--- src/sv/ale_pkg.sv ---
// Shared types and constants for the array list engine.
// Holds request and response structs, function and status codes, and
// the command and status bundles between controller and datapath.
`default_nettype none

package ale_pkg;

	localparam int DEPTH = 16;
	localparam int IDX_W = $clog2(DEPTH);
	localparam int LEN_W = $clog2(DEPTH + 1);

	typedef enum logic [2:0] {
		FN_INS_END   = 3'd0,
		FN_INS_FRONT = 3'd1,
		FN_INS_POS   = 3'd2,
		FN_DEL_FIRST = 3'd3,
		FN_DEL_POS   = 3'd4,
		FN_DEL_ALL   = 3'd5,
		FN_DUMP      = 3'd6
	} func_t;

	typedef enum logic [1:0] {
		ST_DONE    = 2'd0,
		ST_FULL    = 2'd1,
		ST_BADPOS  = 2'd2,
		ST_MISSING = 2'd3
	} status_t;

	typedef struct packed {
		logic [2:0]         func;
		logic signed [31:0] value;
		logic [3:0]         position;
	} req_t;

	typedef struct packed {
		logic [1:0]         status;
		logic [4:0]         count;
		logic signed [31:0] data_out;
		logic               last;
		logic [4:0]         removed;
	} rsp_t;

	typedef struct packed {
		logic load;
		logic exec_single;
		logic clr_idx;
		logic step;
		logic del_idx;
		logic emit_scan;
		logic emit_dump;
		logic emit_empty;
	} cmd_t;

	typedef struct packed {
		logic [2:0] func;
		logic       len_zero;
		logic       scan_end;
		logic       match;
		logic       found;
		logic       dump_last;
		logic       out_free;
	} sts_t;

endpackage

`default_nettype wire

--- src/sv/array_list_engine_core.sv ---
// Array list engine top level: a signed 32-bit list of 16 entries.
// Insert, delete at position and empty dump: loaded in idle, answered by the execute state.
// Match deletes walk the list one entry a cycle.
// A dump gives one response per cycle unless stalled; a new request is taken when the walk ends.
// Reset clears the element count, the controller and the response valid; entries are not cleared.
`default_nettype none

module array_list_engine_core
	import ale_pkg::*;
(
	input  wire logic clk,
	input  wire logic arst_n,
	input  wire logic req_valid,
	output logic      req_ready,
	input  wire req_t req,
	output logic      rsp_valid,
	input  wire logic rsp_ready,
	output rsp_t      rsp
);

	cmd_t cmd;
	sts_t sts;

	ale_ctrl u_ctrl (
		.clk       (clk),
		.arst_n    (arst_n),
		.req_valid (req_valid),
		.req_ready (req_ready),
		.sts       (sts),
		.cmd       (cmd)
	);

	ale_dp u_dp (
		.clk       (clk),
		.arst_n    (arst_n),
		.req       (req),
		.cmd       (cmd),
		.sts       (sts),
		.rsp_valid (rsp_valid),
		.rsp_ready (rsp_ready),
		.rsp       (rsp)
	);

endmodule

`default_nettype wire

--- src/sv/ale_dp.sv ---
// Datapath of the array list engine: entry cells, element count, walk index,
// removal counter and the response register. Depends on ale_pkg.
`default_nettype none

module ale_dp
	import ale_pkg::*;
(
	input  wire logic clk,
	input  wire logic arst_n,
	input  wire req_t req,
	input  wire cmd_t cmd,
	output sts_t      sts,
	output logic      rsp_valid,
	input  wire logic rsp_ready,
	output rsp_t      rsp
);

	req_t               req_q;
	logic signed [31:0] ent_q [DEPTH];
	logic signed [31:0] below_w [DEPTH];
	logic signed [31:0] above_w [DEPTH];
	logic [LEN_W-1:0]   len_q;
	logic [LEN_W-1:0]   idx_q;
	logic [LEN_W-1:0]   rem_q;
	logic               out_valid_q;
	rsp_t               out_q;

	logic               full;
	logic               pos_ok;
	logic               s_ins;
	logic               s_del;
	logic [IDX_W-1:0]   s_ins_at;
	logic [1:0]         s_status;
	logic               ins_en;
	logic               del_en;
	logic [IDX_W-1:0]   del_at;
	logic [LEN_W-1:0]   len_nx;
	logic signed [31:0] cur_w;

	genvar g;
	generate
		for (g = 0; g < DEPTH; g++) begin : g_cell
			if (g == 0) begin : g_lo
				assign below_w[g] = req_q.value;
			end else begin : g_mid
				assign below_w[g] = ent_q[g-1];
			end
			if (g == DEPTH - 1) begin : g_hi
				assign above_w[g] = ent_q[g];
			end else begin : g_up
				assign above_w[g] = ent_q[g+1];
			end
		end
	endgenerate

	assign full   = (len_q >= LEN_W'(DEPTH));
	assign pos_ok = (LEN_W'(req_q.position) < len_q);
	assign cur_w  = ent_q[idx_q[IDX_W-1:0]];

	always_comb begin
		s_ins    = 1'b0;
		s_del    = 1'b0;
		s_ins_at = '0;
		s_status = ST_DONE;
		case (req_q.func)
			FN_INS_END: begin
				if (full) s_status = ST_FULL;
				else begin
					s_ins    = 1'b1;
					s_ins_at = len_q[IDX_W-1:0];
				end
			end
			FN_INS_FRONT: begin
				if (full) s_status = ST_FULL;
				else s_ins = 1'b1;
			end
			FN_INS_POS: begin
				if (full) s_status = ST_FULL;
				else if (!pos_ok) s_status = ST_BADPOS;
				else begin
					s_ins    = 1'b1;
					s_ins_at = IDX_W'(req_q.position);
				end
			end
			FN_DEL_POS: begin
				if (len_q == '0) s_status = ST_MISSING;
				else if (!pos_ok) s_status = ST_BADPOS;
				else s_del = 1'b1;
			end
			default: begin
				s_status = ST_DONE;
			end
		endcase
	end

	assign ins_en = cmd.exec_single && s_ins;
	assign del_en = (cmd.exec_single && s_del) || cmd.del_idx;
	assign del_at = cmd.del_idx ? idx_q[IDX_W-1:0] : IDX_W'(req_q.position);
	assign len_nx = len_q + LEN_W'(ins_en) - LEN_W'(del_en);

	always_ff @(posedge clk) begin
		if (cmd.load) req_q <= req;
		for (int j = 0; j < DEPTH; j++) begin
			if (ins_en) begin
				if (IDX_W'(j) > s_ins_at) ent_q[j] <= below_w[j];
				else if (IDX_W'(j) == s_ins_at) ent_q[j] <= req_q.value;
			end else if (del_en) begin
				if (IDX_W'(j) >= del_at) ent_q[j] <= above_w[j];
			end
		end
	end

	always_ff @(posedge clk or negedge arst_n) begin
		if (!arst_n) begin
			len_q       <= '0;
			idx_q       <= '0;
			rem_q       <= '0;
			out_valid_q <= 1'b0;
		end else begin
			len_q <= len_nx;
			if (cmd.clr_idx) begin
				idx_q <= '0;
				rem_q <= '0;
			end else if (cmd.step) begin
				idx_q <= idx_q + 1'b1;
			end else if (cmd.del_idx) begin
				rem_q <= rem_q + 1'b1;
			end
			if (cmd.exec_single || cmd.emit_scan || cmd.emit_dump || cmd.emit_empty) begin
				out_valid_q <= 1'b1;
			end else if (rsp_ready) begin
				out_valid_q <= 1'b0;
			end
		end
	end

	always_ff @(posedge clk) begin
		if (cmd.exec_single) begin
			out_q.status   <= s_status;
			out_q.count    <= 5'(len_nx);
			out_q.data_out <= '0;
			out_q.last     <= 1'b1;
			out_q.removed  <= {4'd0, s_del};
		end else if (cmd.emit_scan) begin
			out_q.status   <= (rem_q != '0) ? ST_DONE : ST_MISSING;
			out_q.count    <= 5'(len_q);
			out_q.data_out <= '0;
			out_q.last     <= 1'b1;
			out_q.removed  <= 5'(rem_q);
		end else if (cmd.emit_dump) begin
			out_q.status   <= ST_DONE;
			out_q.count    <= 5'(len_q);
			out_q.data_out <= cur_w;
			out_q.last     <= sts.dump_last;
			out_q.removed  <= '0;
		end else if (cmd.emit_empty) begin
			out_q.status   <= ST_MISSING;
			out_q.count    <= 5'(len_q);
			out_q.data_out <= '0;
			out_q.last     <= 1'b1;
			out_q.removed  <= '0;
		end
	end

	assign sts.func      = req_q.func;
	assign sts.len_zero  = (len_q == '0);
	assign sts.scan_end  = (idx_q >= len_q);
	assign sts.match     = (cur_w == req_q.value);
	assign sts.found     = (rem_q != '0);
	assign sts.dump_last = ((idx_q + 1'b1) == len_q);
	assign sts.out_free  = !out_valid_q || rsp_ready;

	assign rsp_valid = out_valid_q;
	assign rsp       = out_q;

	a_len_bound: assert property (@(posedge clk) disable iff (!arst_n)
		len_q <= LEN_W'(DEPTH))
		else $error("element count exceeds storage depth");

	a_emit_free: assert property (@(posedge clk) disable iff (!arst_n)
		(cmd.exec_single || cmd.emit_scan || cmd.emit_dump || cmd.emit_empty)
		|-> (!out_valid_q || rsp_ready))
		else $error("response written while the previous one is still pending");

	a_del_shrinks: assert property (@(posedge clk) disable iff (!arst_n)
		cmd.del_idx |=> (len_q == $past(len_q) - 1'b1))
		else $error("match removal did not shrink the list");

endmodule

`default_nettype wire

--- src/sv/ale_ctrl.sv ---
// Controller of the array list engine: sequences request load, single-step
// operations, the match walk and the dump walk. Depends on ale_pkg.
`default_nettype none

module ale_ctrl
	import ale_pkg::*;
(
	input  wire logic clk,
	input  wire logic arst_n,
	input  wire logic req_valid,
	output logic      req_ready,
	input  wire sts_t sts,
	output cmd_t      cmd
);

	typedef enum logic [2:0] {
		S_IDLE,
		S_EXEC,
		S_SCAN,
		S_FIN,
		S_DUMP
	} state_t;

	state_t state_q;
	state_t state_nx;

	always_comb begin
		cmd      = '0;
		state_nx = state_q;
		case (state_q)
			S_IDLE: begin
				if (req_valid) begin
					cmd.load = 1'b1;
					state_nx = S_EXEC;
				end
			end
			S_EXEC: begin
				if (sts.func == FN_DEL_FIRST || sts.func == FN_DEL_ALL) begin
					cmd.clr_idx = 1'b1;
					state_nx    = S_SCAN;
				end else if (sts.func == FN_DUMP) begin
					if (!sts.len_zero) begin
						cmd.clr_idx = 1'b1;
						state_nx    = S_DUMP;
					end else if (sts.out_free) begin
						cmd.emit_empty = 1'b1;
						state_nx       = S_IDLE;
					end
				end else if (sts.out_free) begin
					cmd.exec_single = 1'b1;
					state_nx        = S_IDLE;
				end
			end
			S_SCAN: begin
				if (sts.scan_end || (sts.func == FN_DEL_FIRST && sts.found)) begin
					state_nx = S_FIN;
				end else if (sts.match) begin
					cmd.del_idx = 1'b1;
				end else begin
					cmd.step = 1'b1;
				end
			end
			S_FIN: begin
				if (sts.out_free) begin
					cmd.emit_scan = 1'b1;
					state_nx      = S_IDLE;
				end
			end
			S_DUMP: begin
				if (sts.out_free) begin
					cmd.emit_dump = 1'b1;
					cmd.step      = 1'b1;
					if (sts.dump_last) state_nx = S_IDLE;
				end
			end
			default: begin
				state_nx = S_IDLE;
			end
		endcase
	end

	always_ff @(posedge clk or negedge arst_n) begin
		if (!arst_n) begin
			state_q <= S_IDLE;
		end else begin
			state_q <= state_nx;
		end
	end

	assign req_ready = (state_q == S_IDLE);

	a_dump_ends: assert property (@(posedge clk) disable iff (!arst_n)
		(cmd.emit_dump && sts.dump_last) |=> req_ready)
		else $error("dump did not return to idle after its final element");

	a_scan_no_emit: assert property (@(posedge clk) disable iff (!arst_n)
		(state_q == S_SCAN) |-> !(cmd.emit_scan || cmd.emit_dump || cmd.exec_single))
		else $error("response issued during the match walk");

	a_load_exec: assert property (@(posedge clk) disable iff (!arst_n)
		cmd.load |=> (state_q == S_EXEC))
		else $error("loaded request was not executed");

endmodule

`default_nettype wire
--- config.mk ---
export PLATFORM = sky130hd
export DESIGN_NAME = array_list_engine_core
export DESIGN_NICKNAME = d
export VERILOG_FILES = /design/src/sv/ale_pkg.sv /design/src/sv/array_list_engine_core.sv /design/src/sv/ale_dp.sv /design/src/sv/ale_ctrl.sv
export SDC_FILE = /design/constraint.sdc
export NUM_CORES = 1
export LEC_CHECK = 0
export BUFFER_PORTS_ARGS = -buffer_cell sky130_fd_sc_hd__buf_4
export CAP_MARGIN = 20
export CELL_PAD_IN_SITES_DETAIL_PLACEMENT = 1
export CELL_PAD_IN_SITES_GLOBAL_PLACEMENT = 2
export CORE_ASPECT_RATIO = 0.75
export CORE_MARGIN = 2
export CORE_UTILIZATION = 35
export CTS_CLUSTER_SIZE = 28
export DETAILED_ROUTE_END_ITERATION = 8
export PLACE_DENSITY_LB_ADDON = 0.12
export RECOVER_POWER = 100
export SETUP_SLACK_MARGIN = 0.02
export SLEW_MARGIN = 5
export SYNTH_ARGS = -nofsm -noshare
export SYNTH_HDL_FRONTEND = slang
export SYNTH_HIERARCHICAL = 1
export SYNTH_SLANG_ARGS = --single-unit
export TNS_END_PERCENT = 50
--- constraint.sdc ---
create_clock -name clk -period 15.25 [get_ports clk]
set_input_delay 0 -clock clk [delete_from_list [all_inputs] [get_ports clk]]
set_output_delay 0 -clock clk [all_outputs]
set_load 0.01 [all_outputs]
### Word level (Yosys, flattened, before mapping)

Memory sizes are Yosys's and may differ from the RTL's.
Cells that the tools add are included.

| storage, ports and cells | value |
|---|---|
| bits of input ports | 43 |
| memories kept | 1 |
| bits in writable memories | 512 |
| flip-flop bits (word level) | 103 |
| output and inout bits | 47 |
| word-level logic and storage cells | 409 |

| operators by class | value |
|---|---|
| add/subtract/negate cells | 4 |
| $lt $le $gt $ge | 35 |
| eq/ne operators | 32 |
| multiplexer cells | 265 |
| bitwise operators | 32 |
| reduce and logical (&&, ||, !) cells | 26 |

Memory list:

| memory | depth | width | rd ports | clocked after memory_dff | wr ports | RTL line | text |
|---|---|---|---|---|---|---|---|
| u_dp.ent_q | 16 | 32 | 17 | 0 | 16 | ale_dp.sv:19 | `logic signed [31:0] ent_q [DEPTH];` |

Operator list:

| operator | count |
|---|---|
| 2-to-1 mux 32 bit | 32 |
| 2-to-1 mux 1 bit | 201 |
| 2-to-1 mux 45 bit | 4 |
| equality test 32 bit | 1 |
| equality test 4 bit (first input constant) | 8 |
| >= comparator 4 bit (first input constant) | 8 |
| greater-than comparator 4 bit (first input constant) | 8 |
| bitwise OR 1 bit | 32 |
| 2-to-1 mux 5 bit | 5 |
| 2-to-1 mux 3 bit | 8 |
| equality test 3 x 4 -> 1 bit (first input constant) | 4 |
| >= comparator 3 x 4 -> 1 bit (first input constant) | 4 |
| greater-than comparator 3 x 4 -> 1 bit (first input constant) | 4 |
| 2-to-1 mux 4 bit | 4 |
| one-hot mux 3 bit (5 select lines) | 1 |
| equality test 3 x 2 -> 1 bit (second input constant) | 4 |
| equality test 3 bit (second input constant) | 4 |
| 2-to-1 mux 2 bit | 6 |
| adder 5 x 1 -> 5 bit (second input constant) | 2 |
| equality test 2 x 4 -> 1 bit (first input constant) | 2 |
| >= comparator 1 x 4 -> 1 bit (first input constant) | 2 |
| >= comparator 2 x 4 -> 1 bit (first input constant) | 2 |
| greater-than comparator 1 x 4 -> 1 bit (first input constant) | 2 |
| greater-than comparator 2 x 4 -> 1 bit (first input constant) | 2 |
| 26 further kinds | 44 |

### Logic depth before layout (Yosys ltp)

Gate-level depths: netlist of run 1.

| logic depth | value |
|---|---|
| depth in word-level cells | 12 |
| depth in mapped cells | 28 |
| depth with buffers taken out | 22 |

### By module

The synthesis of run 1 kept the hierarchy.

Modules (own cells, without submodules):

| module | cells each | sequential area each (um^2) | instances | area an instance (um^2) |
|---|---|---|---|---|
| ale_dp | 3059 | 17927.2 | 1 | 34924.7 |
| ale_ctrl | 39 | 75.1 | 1 | 300.3 |

### Worst setup path before layout of run 1

No wires, ideal clock.

| timing path | value |
|---|---|
| path type | register to register |
| start point | register u_dp.idx_q[0] |
| end point | memory u_dp.ent_q[12][0], enable pin |
| data arrival time | 5935 ps |
| library setup time | 395 ps |
| path buffers | 6 |
| period minus slack after synthesis | 6331 ps |
| data required time | 14855 ps |
| stages on the path, launching flop included | 22 |
| path slack | 8919 ps |
| cells stage by stage | dfrtp_1 > buf_2 > buf_6 > buf_2 > buf_4 > buf_2 > inv_1 > ha_1 > nand2b_1 > a21o_1 > a21oi_1 > nor2b_1 > o21ai_0 > nand2b_1 > or4_4 > nor2_1 > mux2i_1 > nor2_1 > nor3_1 > clkbuf_1 > o21bai_1 > nand3b_1 |

RTL lines:

| item | RTL line | text |
|---|---|---|
| start, declared | ale_dp.sv:23 | `logic [LEN_W-1:0] idx_q;` |
| start signal, assigned | ale_dp.sv:125 | `idx_q <= idx_q + 1'b1;` |
| end, declared | ale_dp.sv:19 |  |

==> reports/qor.txt, run 1 <==
Slew margin rel.: -201%
Core ar.: 99500 µm²
Worst Path Arrival: 12.60 ns
R2r startpoint: u_dp/idx_q[1]
DIE HEIGHT: 279 µm
Yosys cell types: 78
Worst-Margin Slew: 4.51 ns
Reg2reg path depth: 15
Root Driver: clkbuf_16
Via Count: 27500
Starting DRT DRC Count: 2792
TritonRoute pass-1 iters: 5
CTS tree: yes
Initial antenna violation count: 6
Syn. warnings: 6
Layout cells sized above 1: 13.6%
Net count after synthesis: 3159
Die X-Extent: 370 µm
Critical path class: reg2reg
Cell row count: 100
Fmax: 0.0807 GHz
Longest Clk Path Bufs: 3
Total GRT Usage: 28.8%
Final #Nets: 3136
Final core utilization: 39.7%
Final hold vios: 0
Vias per cell: 6.17
Critical path startpoint: u_dp/idx_q[1]
Setup crit end kind: register
Mapped Area: 35200 µm²
Max-slew violations: 771
Total congestion overflow: 0
Post-Synthesis Cells: 3098
Clock slew at reported path FFs: 0.07 ns
Sequential area share after synthesis: 51.1%
Final count of negative-setup-slack endpoints: 0
Critical R2R Capture: u_dp/ent_q[8][14]
Final cycle utilization of the critical path: 81.3%
Pleak: 13.8 nW
Power, Total: 6.23 mW
Startpoint types: register
Status: finished with violations
Ys flop type: edfxtp_1
CTS Buf Count: 72
Post-synth ARST share: 3.09%
Clock latency at the later pin of the worst-skew pair: 0.66 ns
Detailed placement HPWL: 85.4 mm
Post-synth EDFFs: 559
Die Area: 103000 µm²
Fin Setup TNS: 0 ns
Crit path max fanout: 50
Power Dens Cells: 158 nW/µm²
Area post-placement: 37100 µm²
Failing checks: max-capacitance violations, max-slew violations
GPL Wtd Cong: 0.834
Starting density of the core: 35.4%
Min cycle time layout: 12.39 ns
VDD IR max: 117 µV
Drt drc: 0
Unrepaired setup endpoints after global routing: no
IO Pins: 90
Detail Route Antenna Nets: 0
Largest net degree at the start of global routing: 89
Required @ worst endpoint: 15.46 ns
Avg Synthesized Cell Area: 11.4 µm²
Global-route wire length before repair: 213 mm
Critical Path Sink: u_dp/ent_q[8][14]
Layout Skew: 0.0283 ns
Clock sinks: 615
Vias in the first global route: 27600
Maxcap violations: 25
H-tree Lvls: 3
Port-buffer cells: 89
Final WL: 150 mm
#FFs+latches synth: 615
R2r setup slk: 2.86 ns
Wire per inst: 33.6 µm
Fin area: 39500 µm²
Area added between synthesis and finish: 12.1%
Hold WC Path Type: in2reg
Post_cts resized: 0
## where the power goes
group	switching, mW	internal (mW)	leakage (nW)	total (mW)
clock network	0.749	1.04	1.13	1.79
registers	0.309	2.16	5.60	2.46
logic	1.26	0.730	7.09	1.99
total	2.31	3.92	13.8	6.23
## per-stage QoR
step	setup WS [ns]	std cells	hold slack, ns
floorplan	8.92	3098	-0.296
global placement	5.30	4282	-0.0532
detailed placement	5.21	4282	-0.0531
CTS	5.12	4457	0.0206
global route	2.43	4457	0.0507
finish	2.86	4458	0.0742
## what timing repair did
action                                 4_1_cts  5_1_grt
hold buffers                                45        0
endpoints found under the hold margin       62        0
setup buffers                                0        0
## state kept, by name, indices dropped and copies added, names as in the netlist
register and cells:
u_dp/req_q 4, u_dp/ent_q 512, u_dp/rsp_valid 1, u_ctrl/state_q 3, u_dp/rem_q 5, u_dp/idx_q 5, u_dp/rsp 45, u_dp/below_w 32
u_dp/sts 3, u_dp/len_q 5
## per-layer routing
| layer | GRT usage (%) | vias up | part of all wire (%) |
|---|---|---|---|
| met2 | 43.7 | 1144 | 44 |
| met4 | 7.56 | 2 | 2.7 |
| met1 | 42.1 | 14500 | 46 |
| li1 | - | 11600 | - |
| met5 | 0 | - | 0.010 |
| met3 | 5.21 | 239 | 7.2 |
## cells in the final DEF (no fill, tap or decap), types with 4 or more instances in the layout
master,instances
a211oi_1,14
a21o_1,11
a21oi_1,186
a22o_1,30
a22oi_1,5
a31oi_1,83
a32o_1,7
buf_4,61
bufinv_16,7
clkbuf_1,101
clkbuf_16,75
clkbuf_4,31
clkinv_1,9
clkinv_2,8
dfrtp_1,16
dfxtp_1,37
dlygate4sd3_1,44
edfxtp_1,559
ha_1,17
inv_1,16
mux2_2,71
mux2i_1,419
mux4_2,119
nand2_1,285
nand2b_1,10
nand3_1,101
nand3_4,4
nand4_1,12
nor2_1,280
nor2b_1,11
nor3_1,11
nor4_1,8
o211ai_1,23
o21ai_0,299
o22ai_1,6
xnor2_1,25
xor2_1,33
## critical path: stages, from the launching register on
cell and delay, ns:
dfrtp_1 1.34, clkbuf_1 1.69, buf_4 0.98, mux4_2 0.59
mux4_2 0.50, xor2_1 0.19, a2111oi_2 0.49, nand4_1 0.33
nor4_1 0.70, inv_1 0.11, nor2_1 0.70, mux2i_1 0.55
a21oi_1 0.19, a2111o_1 0.85, nand2_1 0.93, clkbuf_1 1.73
## how the worst min path moves through the flow
stage          cells past startpoint                 to  startpoint  slack [ns]
2_1_floorplan                      0  u_ctrl/state_q[0]      arst_n       -0.30
3_3_place_gp                       1      u_dp/len_q[0]      arst_n       -0.05
3_5_place_dp                       1      u_dp/len_q[0]      arst_n       -0.05
4_1_cts                            2  u_dp/below_w[483]      req[7]        0.02
5_1_grt                            2  u_dp/below_w[483]      req[7]        0.05
6_report                           2  u_dp/below_w[483]      req[7]        0.07
## Yosys cell counts (4+ instances only)
cell type | instances | area (µm²)
o21ai_1 | 31 | 155
o211ai_1 | 23 | 173
nand2_1 | 286 | 1070
inv_1 | 15 | 56.3
ha_1 | 17 | 213
o2111ai_1 | 4 | 35.0
nor2b_1 | 12 | 75.1
nand4_1 | 12 | 75.1
nand3_1 | 108 | 541
buf_1 | 32 | 120
a32o_1 | 7 | 70.1
dfrtp_1 | 19 | 475
edfxtp_1 | 559 | 16800
buf_2 | 67 | 335
nand2b_1 | 10 | 62.6
nor2_1 | 283 | 1060
xnor2_1 | 25 | 219
clkbuf_1 | 194 | 728
a21oi_1 | 187 | 936
a22oi_1 | 5 | 37.5
and2_1 | 5 | 31.3
a31oi_1 | 82 | 513
dfxtp_1 | 37 | 741
nor4_1 | 7 | 43.8
a21o_1 | 11 | 82.6
o22ai_1 | 6 | 37.5
nor3_1 | 13 | 65.1
mux2_2 | 72 | 811
a22o_1 | 30 | 263
buf_4 | 11 | 82.6
mux4_2 | 119 | 2680
a211oi_1 | 14 | 105
xor2_1 | 33 | 289
mux2i_1 | 419 | 4190
buf_6 | 7 | 78.8
o21ai_0 | 271 | 1360
## cell type report
type	instances	area, µm²
timing repair buffer	214	1440
sequential	615	18000
antenna	1	2.50
clock buffer	102	2010
clock inverter	28	318
fill	10600	60000
tap	1326	1660
inverter	18	67.6
multi-input combinational	2154	16000
## kinds of logic (layout without fill, tap and decap cells)
| group | Yosys count | count (layout) | share of synthesized area, % |
|---|---|---|---|
| XOR/XNOR | 58 | 58 | 1.44 |
| AND/OR/NAND/NOR | 768 | 768 | 9.46 |
| multiplexers | 610 | 610 | 21.8 |
| buffers and inverters | 329 | 362 | 4.01 |
| flip-flops | 615 | 615 | 51.1 |
| other | 0 | 1 | 0 |
| AO/OA/AOI/OAI | 700 | 700 | 11.5 |
| adder cells (fa/ha/maj) | 18 | 18 | 0.661 |
Note: power is estimated with default switching activity, not from simulation.
==> inputs of run 2 (changes only) <==
--- a/config.mk
+++ b/config.mk
@@ -5,6 +5,7 @@
 export SDC_FILE = /design/constraint.sdc
 export NUM_CORES = 1
 export LEC_CHECK = 0
+export ABC_AREA = 1
 export BUFFER_PORTS_ARGS = -buffer_cell sky130_fd_sc_hd__buf_4
 export CAP_MARGIN = 20
 export CELL_PAD_IN_SITES_DETAIL_PLACEMENT = 1
==> constraint.sdc (replaced) <==
create_clock -name clk -period 12.96 [get_ports clk]
set_input_delay 0 -clock clk [delete_from_list [all_inputs] [get_ports clk]]
set_output_delay 0 -clock clk [all_outputs]
set_load 0.01 [all_outputs]
==> reports/qor.txt, run 2 <==
Sequential power share: 38.0%
Sequential area share after synthesis: 47.2%
Synth area leaders: edfxtp_1 (44%), nand2_1 (20%), nand3_1 (15%), inv_1 (5.3%), clkbuf_1 (1.9%)
Net count after synthesis: 5315
Required @ worst endpoint: 13.49 ns
Logic pwr share: 35.8%
Largest area contributor in the netlist: edfxtp_1
Syn. warnings: 6
Total congestion overflow: 0
Port-buffer cells: 89
Die X-Extent: 385 µm
CTS Buf Count: 74
VDD IR max: 94.9 µV
Startpoint types: register
Initial antenna violation count: 4
TritonRoute pass-1 iters: 5
Critical path class: reg2reg
Hold WC Path Type: in2reg
#FFs+latches synth: 615
Synth cell count leaders: nand2_1 (2069), nand3_1 (1152), edfxtp_1 (559)
Fmax: 0.0974 GHz
Vias in the first global route: 36000
Worst Path Arrival: 10.79 ns
Via Count: 37100
Maxcap violations: 19
Longest Clk Path Bufs: 3
Failing checks: max-capacitance violations, max-slew violations
Hold_sp: req[28]
Layout cells sized above 1: 5.47%
Setup crit end kind: register
Crit path max fanout: 144
R2r setup slk: 2.69 ns
Power Dens Cells: 180 nW/µm²
Post-synth ARST share: 3.09%
Clock power share: 26.2%
Sw Pwr: 3.33 mW
Largest delay share family, worst path: buffers and inverters
P_int: 4.30 mW
Mapped Area: 38200 µm²
Ys flop type: edfxtp_1
Max-slew violations: 693
Area added between synthesis and finish: 10.9%
Post-synth EDFFs: 559
Most frequent cells in the layout: nand2_1 (2064), nand3_1 (1150), edfxtp_1 (559)
H-tree Lvls: 3
CTS tree: yes
Max incr delay on CP: 1.71 ns
Placed cells: 6508
Die Area: 112000 µm²
Sw Ratio: 43.6%
Largest register FFs: 512
Min cycle time layout: 10.27 ns
Vias per cell: 5.55
Final count of negative-setup-slack endpoints: 0
Core ar.: 108000 µm²
Clock latency at the later pin of the worst-skew pair: 0.67 ns
WHS Endpoint: u_dp/below_w[504]
Fillers: 13400
Register Area: 18000 µm²
Pleak: 19.0 nW
Ant. Diodes: 0
R2r startpoint: u_dp/idx_q[0]
Global-route wire length before repair: 259 mm
Drt drc: 0
Fin Setup TNS: 0 ns
Worst-Margin Slew: 3.33 ns
Final #Nets: 5258
Slew margin rel.: -122%
Status: finished with violations
Reg with most FFs: u_dp/ent_q
Total GRT Usage: 31.3%
Cell row count: 104
Largest net degree at the start of global routing: 145
Detail Route Antenna Nets: 0
Yosys cell types: 46
Layout Skew: 0.0256 ns
Final WL: 178 mm
CP max stage cell: clkbuf_1
IO Pins: 90
Multi-input gate area: 16600 µm²
Starting DRT DRC Count: 4080
Clock slew at reported path FFs: 0.06 ns
Avg Synthesized Cell Area: 7.27 µm²
Unrepaired setup endpoints after global routing: no
Wire per inst: 26.6 µm
Critical R2R Capture: u_dp/ent_q[11][19]
GPL Wtd Cong: 0.874
Top-count cell post-synth: nand2_1
Detailed placement HPWL: 118 mm
Final hold vios: 0
Final cell count without fillers: 6680
Clock sinks: 615
Worst hold stages: 2
Root Driver: clkbuf_16
Starting density of the core: 35.4%
Final cycle utilization of the critical path: 79.2%
Worst path buffer plus inverter count: 9
Post_cts resized: 0
Reg2reg path depth: 27
Most common cell after layout, fill and taps aside: nand2_1
CP most frequent cell: nand2_1
Post-Synthesis Cells: 5254
Yosys top cell area share: 44.0%
DIE HEIGHT: 290 µm
[run 2: through the flow]
step	power, mW	util (%)	hold slack (ns)	worst slack [ns]	area (µm²)
final	7.64	39.3	0.0685	2.69	42300
after global routing	7.97	39.3	0.0725	2.09	42300
after CTS	7.64	39.6	0.00733	4.68	42600
after detailed placement	5.61	37.2	-0.0926	4.67	40100
after global placement	5.58	37.2	-0.0890	4.88	40000
after floorplan	4.32	-	-0.296	7.92	38200
[run 2: metal layers]
metal  up-vias  share of wire (%)  track usage, %
li1      17100                  -               -
met4         8                1.9            6.31
met3       179                 11            8.94
met5         -              0.089           0.991
met2      1581                 38            41.0
met1     18200                 50            49.5
[run 2: worst reg2reg max path: cells and delay by family, from the launching register on]
| kind | cells | cell delay, ns |
|---|---|---|
| buf+inv | 9 | 5.45 |
| simple gates | 16 | 2.84 |
| compound gates | 2 | 0.42 |
| flops | 1 | 1.45 |
[run 2: timing repair]
action	in CTS	in global routing
hold endpoints to repair	62	0
setup buffers	0	0
hold buffers	43	0
[run 2: cells by family after synthesis]
family | Yosys count | share of synthesized area [%]
buffers and inverters | 925 | 9.58
AOI/OAI and AO/OA | 322 | 5.17
xor gates and xnor gates | 8 | 0.184
DFF | 615 | 47.2
adders and majority gates | 18 | 0.610
and+or+nand+nor | 3366 | 37.3
[run 2: how the worst max path moves through the flow]
stage               depth (start not counted)           from                  to  slack (ns)
floorplan                                  29  u_dp/idx_q[0]    u_dp/ent_q[0][0]        7.92
global placement                           25  u_dp/idx_q[0]    u_dp/ent_q[2][6]        4.88
detailed placement                         25  u_dp/idx_q[0]    u_dp/ent_q[2][5]        4.67
CTS                                        25  u_dp/idx_q[0]    u_dp/ent_q[2][7]        4.68
global route                               24  u_dp/idx_q[0]    u_dp/ent_q[3][5]        2.09
finish                                     27  u_dp/idx_q[0]  u_dp/ent_q[11][19]        2.69
[run 2: cell type report]
type	count	area share [%]
Sequential cell	615	42.5
Clock buffer	97	4.65
Tap cell	1431	4.23
Multi-Input combinational cell	3714	39.2
Inverter	554	4.94
Timing Repair Buffer	238	4.00
Clock inverter	31	0.426
[run 2: power by group through the flow]
stage | sequential, mW | clock (mW) | combinational, mW
5_1_grt | 2.92 | 2.11 | 2.94
4_1_cts | 2.88 | 2.05 | 2.71
3_3_place_gp | 2.92 | 0 | 2.66
2_1_floorplan | 2.76 | 0 | 1.56
6_report | 2.90 | 2.00 | 2.73
3_5_place_dp | 2.92 | 0 | 2.69
